File: src/rtl/fse_pkg.sv
// ---------------------------------------------------------------------------
// fse_pkg
// Types, codes and character tables shared by the format string expander.
// ---------------------------------------------------------------------------
package fse_pkg;

	// Width of the integer argument field and of one character.
	localparam int FSE_VALUE_W = 32;
	localparam int FSE_BYTE_W  = 8;

	// Reciprocal of ten for dividing a 32-bit value by multiply and shift.
	localparam logic [31:0] FSE_RECIP10      = 32'hCCCC_CCCD;
	localparam int          FSE_RECIP_SHIFT  = 35;

	// Input function codes.
	localparam logic [2:0] FUNC_FORMAT   = 3'd0;
	localparam logic [2:0] FUNC_INTEGER  = 3'd1;
	localparam logic [2:0] FUNC_STR_BYTE = 3'd2;
	localparam logic [2:0] FUNC_STR_END  = 3'd3;
	localparam logic [2:0] FUNC_STR_NULL = 3'd4;
	localparam logic [2:0] FUNC_FMT_END  = 3'd5;

	// Characters of interest in the format string.
	localparam logic [7:0] CHAR_PERCENT = 8'h25;
	localparam logic [7:0] CHAR_S       = 8'h73;
	localparam logic [7:0] CHAR_D       = 8'h64;
	localparam logic [7:0] CHAR_X       = 8'h78;
	localparam logic [7:0] CHAR_MINUS   = 8'h2D;

	// Number of characters in the null string text.
	localparam int NULL_LEN = 6;

	// Parse state of the front end.
	typedef enum logic [1:0] {
		MODE_LITERAL,
		MODE_PERCENT,
		MODE_STRING,
		MODE_INTEGER
	} fse_mode_t;

	// Kinds of work passed from the front end to the back end.
	typedef enum logic [2:0] {
		CMD_BYTE,
		CMD_NULL,
		CMD_DEC,
		CMD_HEX,
		CMD_REPORT
	} fse_kind_t;

	// One queued command.
	typedef struct packed {
		fse_kind_t               kind;
		logic [FSE_BYTE_W-1:0]   data;
		logic [FSE_VALUE_W-1:0]  value;
	} fse_cmd_t;

	// Queue status seen by its neighbours.
	typedef struct packed {
		logic full;
		logic empty;
	} fse_qstat_t;

	// Back end sequencer states.
	typedef enum logic [2:0] {
		BACK_IDLE,
		BACK_NULLS,
		BACK_DEC_MUL,
		BACK_DEC_DIV,
		BACK_HEX,
		BACK_SIGN,
		BACK_DIGITS
	} fse_back_t;

	// Lowercase hex digit character.
	function automatic logic [7:0] fse_hex_char(input logic [3:0] d);
		logic [7:0] c;
		case (d)
			4'd10:   c = 8'h61;
			4'd11:   c = 8'h62;
			4'd12:   c = 8'h63;
			4'd13:   c = 8'h64;
			4'd14:   c = 8'h65;
			4'd15:   c = 8'h66;
			default: c = 8'h30 + {4'd0, d};
		endcase
		return c;
	endfunction

	// Characters of the text printed for a null string.
	function automatic logic [7:0] fse_null_char(input logic [2:0] i);
		logic [7:0] c;
		case (i)
			3'd0:    c = 8'h28;
			3'd1:    c = 8'h6E;
			3'd2:    c = 8'h75;
			3'd3:    c = 8'h6C;
			3'd4:    c = 8'h6C;
			default: c = 8'h29;
		endcase
		return c;
	endfunction

endpackage

File: src/rtl/fse_front.sv
// ---------------------------------------------------------------------------
// fse_front
// Accepts input items, tracks the format parse state and turns each item
// into at most one command for the back end.
// ---------------------------------------------------------------------------
module fse_front (
	input  logic                         clk,
	input  logic                         arst_n,
	input  logic                         in_valid,
	output logic                         in_stall,
	input  logic [2:0]                   func,
	input  logic [7:0]                   data_byte,
	input  logic [31:0]                  int_value,
	input  fse_pkg::fse_qstat_t          qstat,
	output logic                         push,
	output fse_pkg::fse_cmd_t            cmd
);

	fse_pkg::fse_mode_t mode_q, mode_d;
	logic               hex_q, hex_d;
	logic               make_cmd;
	logic               accept;

	// An item is taken whenever the queue has room for its command.
	assign in_stall = qstat.full;
	assign accept   = in_valid && !qstat.full;
	assign push     = accept && make_cmd;

	// Classify the item against the current parse state.
	always_comb begin
		mode_d    = mode_q;
		hex_d     = hex_q;
		make_cmd  = 1'b0;
		cmd.kind  = fse_pkg::CMD_BYTE;
		cmd.data  = data_byte;
		cmd.value = int_value;
		case (func)
			fse_pkg::FUNC_FORMAT: begin
				if (mode_q == fse_pkg::MODE_PERCENT) begin
					case (data_byte)
						fse_pkg::CHAR_S: mode_d = fse_pkg::MODE_STRING;
						fse_pkg::CHAR_D: begin
							mode_d = fse_pkg::MODE_INTEGER;
							hex_d  = 1'b0;
						end
						fse_pkg::CHAR_X: begin
							mode_d = fse_pkg::MODE_INTEGER;
							hex_d  = 1'b1;
						end
						default: mode_d = fse_pkg::MODE_LITERAL;
					endcase
				end else if (data_byte == fse_pkg::CHAR_PERCENT) begin
					mode_d = fse_pkg::MODE_PERCENT;
				end else begin
					mode_d   = fse_pkg::MODE_LITERAL;
					make_cmd = 1'b1;
				end
			end
			fse_pkg::FUNC_INTEGER: begin
				if (mode_q == fse_pkg::MODE_INTEGER) begin
					make_cmd = 1'b1;
					cmd.kind = hex_q ? fse_pkg::CMD_HEX : fse_pkg::CMD_DEC;
					mode_d   = fse_pkg::MODE_LITERAL;
				end
			end
			fse_pkg::FUNC_STR_BYTE: begin
				if (mode_q == fse_pkg::MODE_STRING) begin
					make_cmd = 1'b1;
				end
			end
			fse_pkg::FUNC_STR_END: begin
				if (mode_q == fse_pkg::MODE_STRING) begin
					mode_d = fse_pkg::MODE_LITERAL;
				end
			end
			fse_pkg::FUNC_STR_NULL: begin
				if (mode_q == fse_pkg::MODE_STRING) begin
					make_cmd = 1'b1;
					cmd.kind = fse_pkg::CMD_NULL;
					mode_d   = fse_pkg::MODE_LITERAL;
				end
			end
			fse_pkg::FUNC_FMT_END: begin
				make_cmd = 1'b1;
				cmd.kind = fse_pkg::CMD_REPORT;
				mode_d   = fse_pkg::MODE_LITERAL;
				hex_d    = 1'b0;
			end
			default: begin
				make_cmd = 1'b0;
			end
		endcase
	end

	// Parse state advances only on an accepted item.
	always_ff @(posedge clk or negedge arst_n) begin
		if (!arst_n) begin
			mode_q <= fse_pkg::MODE_LITERAL;
			hex_q  <= 1'b0;
		end else if (accept) begin
			mode_q <= mode_d;
			hex_q  <= hex_d;
		end
	end

endmodule

File: src/rtl/fse_queue.sv
// ---------------------------------------------------------------------------
// fse_queue
// Short first-in first-out queue of commands between front and back end.
// ---------------------------------------------------------------------------
module fse_queue #(
	parameter int DEPTH = 4
) (
	input  logic                clk,
	input  logic                arst_n,
	input  logic                push,
	input  fse_pkg::fse_cmd_t   wr_cmd,
	input  logic                pop,
	output fse_pkg::fse_cmd_t   rd_cmd,
	output fse_pkg::fse_qstat_t qstat
);

	localparam int PTR_W = (DEPTH > 1) ? $clog2(DEPTH) : 1;
	localparam int CNT_W = $clog2(DEPTH + 1);

	fse_pkg::fse_cmd_t  entries_q [DEPTH];
	logic [PTR_W-1:0]   wr_ptr_q;
	logic [PTR_W-1:0]   rd_ptr_q;
	logic [CNT_W-1:0]   count_q;
	logic               do_push;
	logic               do_pop;

	function automatic logic [PTR_W-1:0] next_ptr(input logic [PTR_W-1:0] p);
		return (p == PTR_W'(DEPTH - 1)) ? '0 : p + PTR_W'(1);
	endfunction

	assign qstat.full  = (count_q == CNT_W'(DEPTH));
	assign qstat.empty = (count_q == '0);
	assign do_push     = push && !qstat.full;
	assign do_pop      = pop && !qstat.empty;
	assign rd_cmd      = entries_q[rd_ptr_q];

	// Entry storage.
	always_ff @(posedge clk) begin
		if (do_push) begin
			entries_q[wr_ptr_q] <= wr_cmd;
		end
	end

	// Pointers and fill count.
	always_ff @(posedge clk or negedge arst_n) begin
		if (!arst_n) begin
			wr_ptr_q <= '0;
			rd_ptr_q <= '0;
			count_q  <= '0;
		end else begin
			if (do_push) begin
				wr_ptr_q <= next_ptr(wr_ptr_q);
			end
			if (do_pop) begin
				rd_ptr_q <= next_ptr(rd_ptr_q);
			end
			if (do_push && !do_pop) begin
				count_q <= count_q + CNT_W'(1);
			end else if (do_pop && !do_push) begin
				count_q <= count_q - CNT_W'(1);
			end
		end
	end

endmodule

File: src/rtl/fse_back.sv
// ---------------------------------------------------------------------------
// fse_back
// Carries out queued commands: copies bytes, spells the null text, converts
// integers digit by digit and keeps the saturating byte count. Results leave
// through an output register.
// ---------------------------------------------------------------------------
module fse_back #(
	parameter int COUNT_BITS = 16,
	parameter int INT_BITS   = 32
) (
	input  logic                clk,
	input  logic                arst_n,
	input  fse_pkg::fse_cmd_t   cmd,
	input  fse_pkg::fse_qstat_t qstat,
	output logic                pop,
	output logic                res_valid,
	input  logic                res_stall,
	output logic [7:0]          out_byte,
	output logic                out_valid,
	output logic                last,
	output logic [15:0]         byte_count
);

	localparam int MAX_DIGITS = INT_BITS / 3 + 1;
	localparam int DEPTH_W    = $clog2(MAX_DIGITS + 1);
	localparam int Q_W        = 64 - fse_pkg::FSE_RECIP_SHIFT;

	fse_pkg::fse_back_t  state_q, state_d;
	logic [INT_BITS-1:0] mag_q;
	logic                neg_q;
	logic [63:0]         prod_q;
	logic [3:0]          stack_q [MAX_DIGITS];
	logic [DEPTH_W-1:0]  depth_q;
	logic [2:0]          idx_q;
	logic [COUNT_BITS-1:0] total_q;

	logic [7:0]          obyte_q;
	logic                ovalid_q;
	logic                olast_q;
	logic [15:0]         ocount_q;
	logic                res_valid_q;

	logic                out_free;
	logic                emit_char;
	logic                emit_report;
	logic [7:0]          emit_byte;
	logic                emit_last;
	logic                load_arg;
	logic                stack_push;
	logic                stack_pop;
	logic [3:0]          push_digit;
	logic                do_mul;
	logic                mag_next_en;
	logic [INT_BITS-1:0] mag_next;
	logic                idx_clear;
	logic                idx_step;

	logic [INT_BITS-1:0] arg_raw;
	logic [INT_BITS-1:0] arg_mag;
	logic [Q_W-1:0]      quot;
	logic [31:0]         quot_x10;
	logic [31:0]         rem;
	logic [INT_BITS-1:0] hex_rest;
	logic [COUNT_BITS-1:0] total_inc;

	// Saturated view of the count on the 16-bit result field.
	function automatic logic [15:0] shown(input logic [COUNT_BITS-1:0] t);
		logic [31:0] w;
		w = 32'(t);
		return (w > 32'd65535) ? 16'hFFFF : w[15:0];
	endfunction

	assign out_free = !res_valid_q || !res_stall;

	// Argument magnitude and sign.
	assign arg_raw = cmd.value[INT_BITS-1:0];
	assign arg_mag = (cmd.kind == fse_pkg::CMD_DEC && arg_raw[INT_BITS-1])
		? (~arg_raw + INT_BITS'(1)) : arg_raw;

	// Decimal step: quotient from the registered product, remainder by subtraction.
	assign quot     = prod_q[63:fse_pkg::FSE_RECIP_SHIFT];
	assign quot_x10 = 32'({quot, 3'b000}) + 32'({quot, 1'b0});
	assign rem      = 32'(mag_q) - quot_x10;
	assign hex_rest = mag_q >> 4;

	assign total_inc = (total_q == '1) ? total_q : total_q + COUNT_BITS'(1);

	// Next state and sequencing controls.
	always_comb begin
		state_d     = state_q;
		pop         = 1'b0;
		emit_char   = 1'b0;
		emit_report = 1'b0;
		emit_byte   = cmd.data;
		emit_last   = 1'b1;
		load_arg    = 1'b0;
		stack_push  = 1'b0;
		stack_pop   = 1'b0;
		push_digit  = rem[3:0];
		do_mul      = 1'b0;
		mag_next_en = 1'b0;
		mag_next    = INT_BITS'(quot);
		idx_clear   = 1'b0;
		idx_step    = 1'b0;
		case (state_q)
			fse_pkg::BACK_IDLE: begin
				if (!qstat.empty) begin
					case (cmd.kind)
						fse_pkg::CMD_BYTE: begin
							if (out_free) begin
								pop       = 1'b1;
								emit_char = 1'b1;
							end
						end
						fse_pkg::CMD_REPORT: begin
							if (out_free) begin
								pop         = 1'b1;
								emit_report = 1'b1;
							end
						end
						fse_pkg::CMD_NULL: begin
							pop       = 1'b1;
							idx_clear = 1'b1;
							state_d   = fse_pkg::BACK_NULLS;
						end
						fse_pkg::CMD_DEC: begin
							pop      = 1'b1;
							load_arg = 1'b1;
							state_d  = fse_pkg::BACK_DEC_MUL;
						end
						fse_pkg::CMD_HEX: begin
							pop      = 1'b1;
							load_arg = 1'b1;
							state_d  = fse_pkg::BACK_HEX;
						end
						default: begin
							pop = 1'b1;
						end
					endcase
				end
			end
			fse_pkg::BACK_NULLS: begin
				if (out_free) begin
					emit_char = 1'b1;
					emit_byte = fse_pkg::fse_null_char(idx_q);
					emit_last = (idx_q == 3'(fse_pkg::NULL_LEN - 1));
					idx_step  = 1'b1;
					if (emit_last) begin
						state_d = fse_pkg::BACK_IDLE;
					end
				end
			end
			fse_pkg::BACK_DEC_MUL: begin
				do_mul  = 1'b1;
				state_d = fse_pkg::BACK_DEC_DIV;
			end
			fse_pkg::BACK_DEC_DIV: begin
				stack_push  = 1'b1;
				mag_next_en = 1'b1;
				if (quot == '0) begin
					state_d = neg_q ? fse_pkg::BACK_SIGN : fse_pkg::BACK_DIGITS;
				end else begin
					state_d = fse_pkg::BACK_DEC_MUL;
				end
			end
			fse_pkg::BACK_HEX: begin
				stack_push  = 1'b1;
				push_digit  = mag_q[3:0];
				mag_next_en = 1'b1;
				mag_next    = hex_rest;
				if (hex_rest == '0) begin
					state_d = fse_pkg::BACK_DIGITS;
				end
			end
			fse_pkg::BACK_SIGN: begin
				if (out_free) begin
					emit_char = 1'b1;
					emit_byte = fse_pkg::CHAR_MINUS;
					emit_last = 1'b0;
					state_d   = fse_pkg::BACK_DIGITS;
				end
			end
			fse_pkg::BACK_DIGITS: begin
				if (out_free) begin
					emit_char = 1'b1;
					emit_byte = fse_pkg::fse_hex_char(stack_q[0]);
					emit_last = (depth_q == DEPTH_W'(1));
					stack_pop = 1'b1;
					if (emit_last) begin
						state_d = fse_pkg::BACK_IDLE;
					end
				end
			end
			default: begin
				state_d = fse_pkg::BACK_IDLE;
			end
		endcase
	end

	// Sequencer state register.
	always_ff @(posedge clk or negedge arst_n) begin
		if (!arst_n) begin
			state_q <= fse_pkg::BACK_IDLE;
		end else begin
			state_q <= state_d;
		end
	end

	// Conversion datapath: magnitude, product and null text index.
	always_ff @(posedge clk) begin
		if (load_arg) begin
			mag_q <= arg_mag;
			neg_q <= (cmd.kind == fse_pkg::CMD_DEC) && arg_raw[INT_BITS-1];
		end else if (mag_next_en) begin
			mag_q <= mag_next;
		end
		if (do_mul) begin
			prod_q <= 64'(32'(mag_q)) * 64'(fse_pkg::FSE_RECIP10);
		end
		if (idx_clear) begin
			idx_q <= '0;
		end else if (idx_step) begin
			idx_q <= idx_q + 3'd1;
		end
	end

	// Digit stack: the newest digit sits at the top and leaves first.
	always_ff @(posedge clk) begin
		if (stack_push) begin
			for (int i = MAX_DIGITS - 1; i > 0; i--) begin
				stack_q[i] <= stack_q[i-1];
			end
			stack_q[0] <= push_digit;
		end else if (stack_pop) begin
			for (int i = 0; i < MAX_DIGITS - 1; i++) begin
				stack_q[i] <= stack_q[i+1];
			end
		end
	end

	// Digit count of the stack.
	always_ff @(posedge clk or negedge arst_n) begin
		if (!arst_n) begin
			depth_q <= '0;
		end else if (stack_push) begin
			depth_q <= depth_q + DEPTH_W'(1);
		end else if (stack_pop) begin
			depth_q <= depth_q - DEPTH_W'(1);
		end
	end

	// Running byte count, cleared by a report.
	always_ff @(posedge clk or negedge arst_n) begin
		if (!arst_n) begin
			total_q <= '0;
		end else if (emit_char) begin
			total_q <= total_inc;
		end else if (emit_report) begin
			total_q <= '0;
		end
	end

	// Output register and its valid flag.
	always_ff @(posedge clk or negedge arst_n) begin
		if (!arst_n) begin
			res_valid_q <= 1'b0;
		end else if (emit_char || emit_report) begin
			res_valid_q <= 1'b1;
		end else if (!res_stall) begin
			res_valid_q <= 1'b0;
		end
	end

	always_ff @(posedge clk) begin
		if (emit_char) begin
			obyte_q  <= emit_byte;
			ovalid_q <= 1'b1;
			olast_q  <= emit_last;
			ocount_q <= shown(total_inc);
		end else if (emit_report) begin
			obyte_q  <= 8'd0;
			ovalid_q <= 1'b0;
			olast_q  <= 1'b1;
			ocount_q <= shown(total_q);
		end
	end

	assign res_valid  = res_valid_q;
	assign out_byte   = obyte_q;
	assign out_valid  = ovalid_q;
	assign last       = olast_q;
	assign byte_count = ocount_q;

endmodule

File: src/rtl/format_string_expander_unit.sv
// ---------------------------------------------------------------------------
// format_string_expander_unit
// Minimal formatter for percent-s, percent-d and percent-x conversions.
// ---------------------------------------------------------------------------
// A result passes through the command queue and the output register after its
// item is accepted; literal and string bytes sustain one item per cycle while
// the back end is idle and the output is not stalled. A decimal integer goes
// through the multiply and divide states of the divide-by-ten step per digit,
// hex through a single state per digit; a null string spells its six characters.
// Reset clears parse state, byte count, queue and output valid at once.
module format_string_expander_unit #(
	parameter int COUNT_BITS  = 16,
	parameter int INT_BITS    = 32,
	parameter int QUEUE_DEPTH = 4
) (
	input  logic        clk,
	input  logic        arst_n,
	input  logic        in_valid,
	output logic        in_stall,
	input  logic [2:0]  func,
	input  logic [7:0]  data_byte,
	input  logic [31:0] int_value,
	output logic        res_valid,
	input  logic        res_stall,
	output logic [7:0]  out_byte,
	output logic        out_valid,
	output logic        last,
	output logic [15:0] byte_count
);

	fse_pkg::fse_cmd_t   push_cmd;
	fse_pkg::fse_cmd_t   head_cmd;
	fse_pkg::fse_qstat_t qstat;
	logic                push;
	logic                pop;

	// Front end: parse state and classification.
	fse_front u_front (
		.clk       (clk),
		.arst_n    (arst_n),
		.in_valid  (in_valid),
		.in_stall  (in_stall),
		.func      (func),
		.data_byte (data_byte),
		.int_value (int_value),
		.qstat     (qstat),
		.push      (push),
		.cmd       (push_cmd)
	);

	// Command queue between the two halves.
	fse_queue #(
		.DEPTH (QUEUE_DEPTH)
	) u_queue (
		.clk    (clk),
		.arst_n (arst_n),
		.push   (push),
		.wr_cmd (push_cmd),
		.pop    (pop),
		.rd_cmd (head_cmd),
		.qstat  (qstat)
	);

	// Back end: execution and result register.
	fse_back #(
		.COUNT_BITS (COUNT_BITS),
		.INT_BITS   (INT_BITS)
	) u_back (
		.clk        (clk),
		.arst_n     (arst_n),
		.cmd        (head_cmd),
		.qstat      (qstat),
		.pop        (pop),
		.res_valid  (res_valid),
		.res_stall  (res_stall),
		.out_byte   (out_byte),
		.out_valid  (out_valid),
		.last       (last),
		.byte_count (byte_count)
	);

endmodule

File: config.mk
export PLATFORM = sky130hd
export DESIGN_NAME = format_string_expander_unit
export DESIGN_NICKNAME = d
export VERILOG_FILES = /design/src/rtl/fse_pkg.sv /design/src/rtl/fse_front.sv /design/src/rtl/fse_queue.sv /design/src/rtl/fse_back.sv /design/src/rtl/format_string_expander_unit.sv
export SDC_FILE = /design/constraint.sdc
export NUM_CORES = 2
export LEC_CHECK = 0
export BUFFER_PORTS_ARGS = -buffer_cell sky130_fd_sc_hd__buf_2
export CORE_ASPECT_RATIO = 0.9
export CORE_MARGIN = 2
export CORE_UTILIZATION = 39
export CTS_CLUSTER_DIAMETER = 120
export DETAILED_ROUTE_END_ITERATION = 6
export GPL_TIMING_DRIVEN = 0
export HOLD_SLACK_MARGIN = 0.02
export PLACE_DENSITY = 0.62
export SLEW_MARGIN = 5
export SYNTH_ARGS = -nofsm -noshare
export SYNTH_HDL_FRONTEND = slang
export SYNTH_SLANG_ARGS = --single-unit
File: constraint.sdc
create_clock -name clk -period 13.8 [get_ports clk]
set_input_delay 1.38 -clock clk [delete_from_list [all_inputs] [get_ports clk]]
set_output_delay 1.38 -clock clk [all_outputs]
set_load 0.02 [all_outputs]
-- After elaboration in Yosys (flattened, before gate mapping)
Memories as Yosys holds them, arrays and structs flattened.
Index checks and enable logic that the tools add are counted.
- $add $sub $neg: 12
- multiply operators: 1
- equality and inequality tests: 51
- multiplexer cells: 98
- bitwise logic cells: 11
- reduce and logical (&&, ||, !) cells: 39
- operators with widths (cell ; count):
    $mux 32 ; 3
    $mux 16 ; 5
    $mul 32x32->64 const B ; 1
    $mux 4 ; 13
    $pmux 8 s6 ; 1
    $mux 1 ; 41
    $mux 8 ; 5
    $mux 3 ; 11
    $add 32x1->32 const B ; 1
    $logic_not 32->1 ; 1
    $not 32->32 ; 1
    $logic_not 29->1 ; 1
    $mux 29 ; 1
    $pmux 7 s4 ; 1
    $eq 3x3->1 const B ; 9
    $eq 3x2->1 const B ; 8
    $eq 4x4->1 const B ; 6
    $eq 8x7->1 const B ; 3
    $pmux 8 s3 ; 1
    $pmux 3 s7 ; 1
    $ne 2x1->1 const B ; 10
    $pmux 3 s3 ; 2
    $add 16x1->16 const B ; 1
    $eq 16x16->1 const B ; 1
    33 further kinds ; 84
- bits in registers: 160
- memory bits (writable): 216
- input bits: 47
- word-level logic and storage cells: 231
- memories: 2
- memories (name ; depth ; width ; read ports ; clocked after Yosys merged registers in ; write ports ; line ; text):
    u_queue.entries_q ; 4 ; 43 ; 1 ; 0 ; 1 ; fse_queue.sv:20 ; fse_pkg::fse_cmd_t entries_q [DEPTH];
    u_back.stack_q ; 11 ; 4 ; 11 ; 0 ; 11 ; fse_back.sv:32 ; logic [3:0] stack_q [MAX_DIGITS];

-- Longest topological paths before layout
- depth in word-level cells: 10
- depth in mapped cells: 26

-- Cells and area by module
Synthesis repeated with hierarchy kept, for this count alone.
- cell total of the unflattened synthesis: 2887
- area total of the unflattened synthesis: 32396.1 um^2
- by module, submodules not included (module ; times used ; cells an instance ; area an instance (um^2) ; sequential area each (um^2)):
    fse_back ; 1 ; 2531 ; 24956.4 ; 4614.4
    fse_queue ; 1 ; 262 ; 6706.4 ; 5340.1
    fse_front ; 1 ; 94 ; 733.2 ; 75.1

-- Worst setup path before layout
Ideal clock, no wire load.
- path kind: reg-to-reg
- start point: register u_back.mag_q[19]
- end point: register u_back.prod_q[58], data pin
- setup time: 0.260 ns
- arrival: 6.740 ns
- required time: 13.540 ns
- path slack: 6.801 ns
- stages on the path, launching flop included: 25
- buffers on the path: 0
- path through: edfxtp_1 ha_1 inv_1 fa_1 inv_1 fa_1 inv_1 fa_1 inv_1 fa_1 fa_1 fa_1 inv_1 fa_1 inv_1 ha_1 and4_1 and4_1 o2111ai_1 a311oi_1 o311ai_1 a31oi_1 a21oi_1 o31a_1 xnor2_1
- longest elaborated chain between the ends: 1
- ends and longest elaborated chain (item ; line ; text):
    from (decl) ; fse_back.sv:29 ; logic [INT_BITS-1:0] mag_q;
    from (signal assigned) ; fse_back.sv:212 ; mag_q <= arg_mag;
    from (signal assigned) ; fse_back.sv:215 ; mag_q <= mag_next;
    $mul 32x32->64 ; fse_back.sv:218 ; prod_q <= 64'(32'(mag_q)) * 64'(fse_pkg::FSE_RECIP10);
    to (signal assigned) ; fse_back.sv:218 ;
    to (decl) ; fse_back.sv:31 ; logic [63:0] prod_q;
Every way passes these cells.
A chain may end at the register's enable or synchronous reset.

-- Worst setup path in the final report
Same ends and word-level chain as after synthesis.

==> flow_summary_export.csv <==
group,metric,value,unit
run,maxCapViolCount,0,
cells_and_area,mostFrequentLayoutCell,"inv_1",
synth,synth.area.top_cells,"edfxtp_1 (28%), fa_1 (24%), ha_1 (15%)",
timing,setup_viol,0,
worst_setup_path,cp_slowest_cell,"a311oi_1",
hold_path,min_path_type,"reg2reg",
timing,max-slew-margin-rel,10.5,%
timing,period_minus_slack,9.16,ns
synth,syn_inst,2915,
floorplan,coreArea,82300,µm²
timing,min_period_over_period,66.4,%
timing,slew_viol_final,0,
cts,cts.repair.resized,0,
floorplan,fp-row-count,100,
synth,synth_edf_count,303,
worst_setup_path,crit_arrival,9.43,ns
timing,final.setup.tns,0,ns
timing,fmax,109,MHz
cts,cts_hold_buf,0,
cells_and_area,final-seq-area,10000,µm²
worst_setup_path,worstPathBufferInverterCount,6,
routing,dr_wl_met2,36700,µm
routing,met3_length,5630,µm
run_status,outcome,"completed",
synth,seq_area_frac_synth,31.1,%
routing,wl_per_cell,19.6,µm
worst_setup_path,critPathMaxStageDelay,0.83,ns
synth,synth_ff_type,"edfxtp_1",
floorplan,floorplan.die.height,277,µm
floorplan,fp.dieW,307,µm
routing,drtIter0Drc,1582,
timing,hold_viol,0,
cts,cts_tree,"built",
global_routing,antenna_found_initial,3,
cts,h-tree-depth,2,
floorplan,dieArea,85000,µm²
synth,ys_seq_elements,341,
synth,synth_area,32300,µm²
global_routing,grt_usage,19.6,%
synth,syn_nets,3728,
timing,worst_pin_slew,1.33,ns
routing,met1_length,36800,µm
cells_and_area,layout_common_cells,"inv_1 (615), fa_1 (387), ha_1 (379)",
placed_design,gp_congestion,0.923,
cells_and_area,final_nets,3841,
cts,clk_pin_slew_worst_paths,0.07,ns
timing,fin_skew,0.0234,ns
worst_setup_path,end_kind,"flip-flop",
global_routing,grt_max_degree,35,
synth,yosysWarnings,0,
worst_setup_path,worstSetupPathType,"reg2reg",
placed_design,hpwlAfterDp,67100,µm
floorplan,start_util,39.2,%
synth,ys_async_sr_fraction,9.97,%
routing,drtPass1Iterations,5,
placed_design,portBuffers,72,
cts,clock_latency,0.54,ns
synth,post_synth.cell_area_avg,11.1,µm²
routing,post-route-drc-count,0,
cells_and_area,multi_input_area,19600,µm²
global_routing,grt_pass1_wl,129000,µm
routing,highest_layer,"met5",
routing,via_count,21100,
synth,post-synth-top-area-fraction,28.2,%
global_routing,overflow,0,
timing,rsz0062_at_grt,"false",
cts,cts-root-buf,"clkbuf_16",
worst_setup_path,path_delay_family,"adder cells",
synth,yosys.area.top_type,"edfxtp_1",
routing,vias_per_cell,5.11,
cts,post_cts_buffers,0,
cts,clk_path_buf_depth,3,
cells_and_area,nFillCells,7821,
routing,finalWirelength,81000,µm
worst_setup_path,critPathLaunchType,"flip-flop",
worst_setup_path,crit_chain,"ha_1 > inv_1 > fa_1 > inv_1 > fa_1 > inv_1 > fa_1 > inv_1 > fa_1 > fa_1 > fa_1 > inv_1 > fa_1 > inv_1 > ha_1 > and4_1 > and4_1 > o2111ai_1 > a311oi_1 > o311ai_1 > a31oi_1 > a21oi_1 > o31a_1 > xnor2_1",
cts,cts_sinks,341,
cells_and_area,area_growth,9.10,%
global_routing,grt_pass1_vias,22200,
worst_setup_path,cp_common_cell,"fa_1",
floorplan,ios,75,
cts,cts_made_buffers,34,
worst_setup_path,cp_max_fo,7,
routing,postRouteAntennaNets,0,
worst_setup_path,cp.required,14.06,ns
cells_and_area,drive_gt1_share,7.08,%
synth,synth.distinct_cells,74,
[synthesized netlist by cell type (13+ instances only)]
cell	instances
inv_1	615
fa_1	387
ha_1	379
edfxtp_1	303
nand2_1	262
a21oi_1	128
nor2_1	113
xor2_1	75
o21ai_0	71
clkbuf_1	59
a21o_1	52
xnor2_1	52
mux4_2	43
nand3_1	36
dfrtp_1	34
a31oi_1	33
nor3_1	30
nand4_1	24
and2_1	23
and3_1	18
nand2b_1	13
[layer usage]
layer	track usage [%]	up-vias
li1	-	9852
met1	28.0	10500
met2	30.9	624
met3	3.74	106
met4	4.33	4
met5	0	-
[state kept, by name, summed over array words and instances (netlist names), 3 cells and up]
name	count
u_back.byte_count	16
u_back.depth_q	4
u_back.idx_q	3
u_back.mag_q	32
u_back.out_byte	8
u_back.prod_q	29
u_back.stack_q	44
u_back.state_q	3
u_back.total_q	16
u_queue.count_q	3
u_queue.entries_q	172
[through the flow]
step | worst slack, ns | area, µm² | instances | hold WS, ns | utilization [%]
2_1_floorplan | 6.80 | 32300 | 2915 | 0.426 | -
3_3_place_gp | 4.68 | 34000 | 4058 | 0.438 | 41.2
3_5_place_dp | 4.70 | 34100 | 4063 | 0.443 | 41.4
4_1_cts | 4.66 | 35200 | 4124 | 0.467 | 42.7
5_1_grt | 4.33 | 35200 | 4125 | 0.486 | 42.7
6_report | 4.64 | 35200 | 4125 | 0.462 | 42.7
[area by class of cell]
type,instances,share of cell area (%)
Clock inverter,17,0.469
Clock buffer,44,2.70
Buffer,70,0.846
Antenna cell,1,0.00711
Sequential cell,341,28.5
Multi-Input combinational cell,1888,55.8
Tap cell,1071,3.81
Inverter,616,6.57
Timing Repair Buffer,77,1.31
[logic make-up (layout without fill, tap and decap cells)]
logic type      count (synthesis)  count (layout)  share of synthesized area [%]
flops                         341             341                           31.1
fa+ha+maj                     766             766                           38.7
simple gates                  584             584                           8.43
compound gates                355             355                           6.78
xor+xnor                      127             127                           3.45
other cells                     0               1                              0
mux                            56              56                           3.44
buf+inv                       686             824                           8.09
[path summary, 6_finish.rpt]
check,startpoint,end,slack (ns),cells past startpoint
worst max-delay path,u_back.mag_q[19],u_back.prod_q[58],4.64,24
worst min-delay path,u_back.out_valid,u_back.out_valid,0.46,1
worst max register to register,u_back.mag_q[19],u_back.prod_q[58],4.64,24
worst min register to register,u_back.out_valid,u_back.out_valid,0.46,1
max in group asynchronous,arst_n,u_front.hex_q,12.28,1
min in group asynchronous,arst_n,u_back.total_q[3],0.97,1
Power is left out: the tool's default activity adds up to more than one toggle a clock period on the data nets, which glitch-free logic cannot reach.
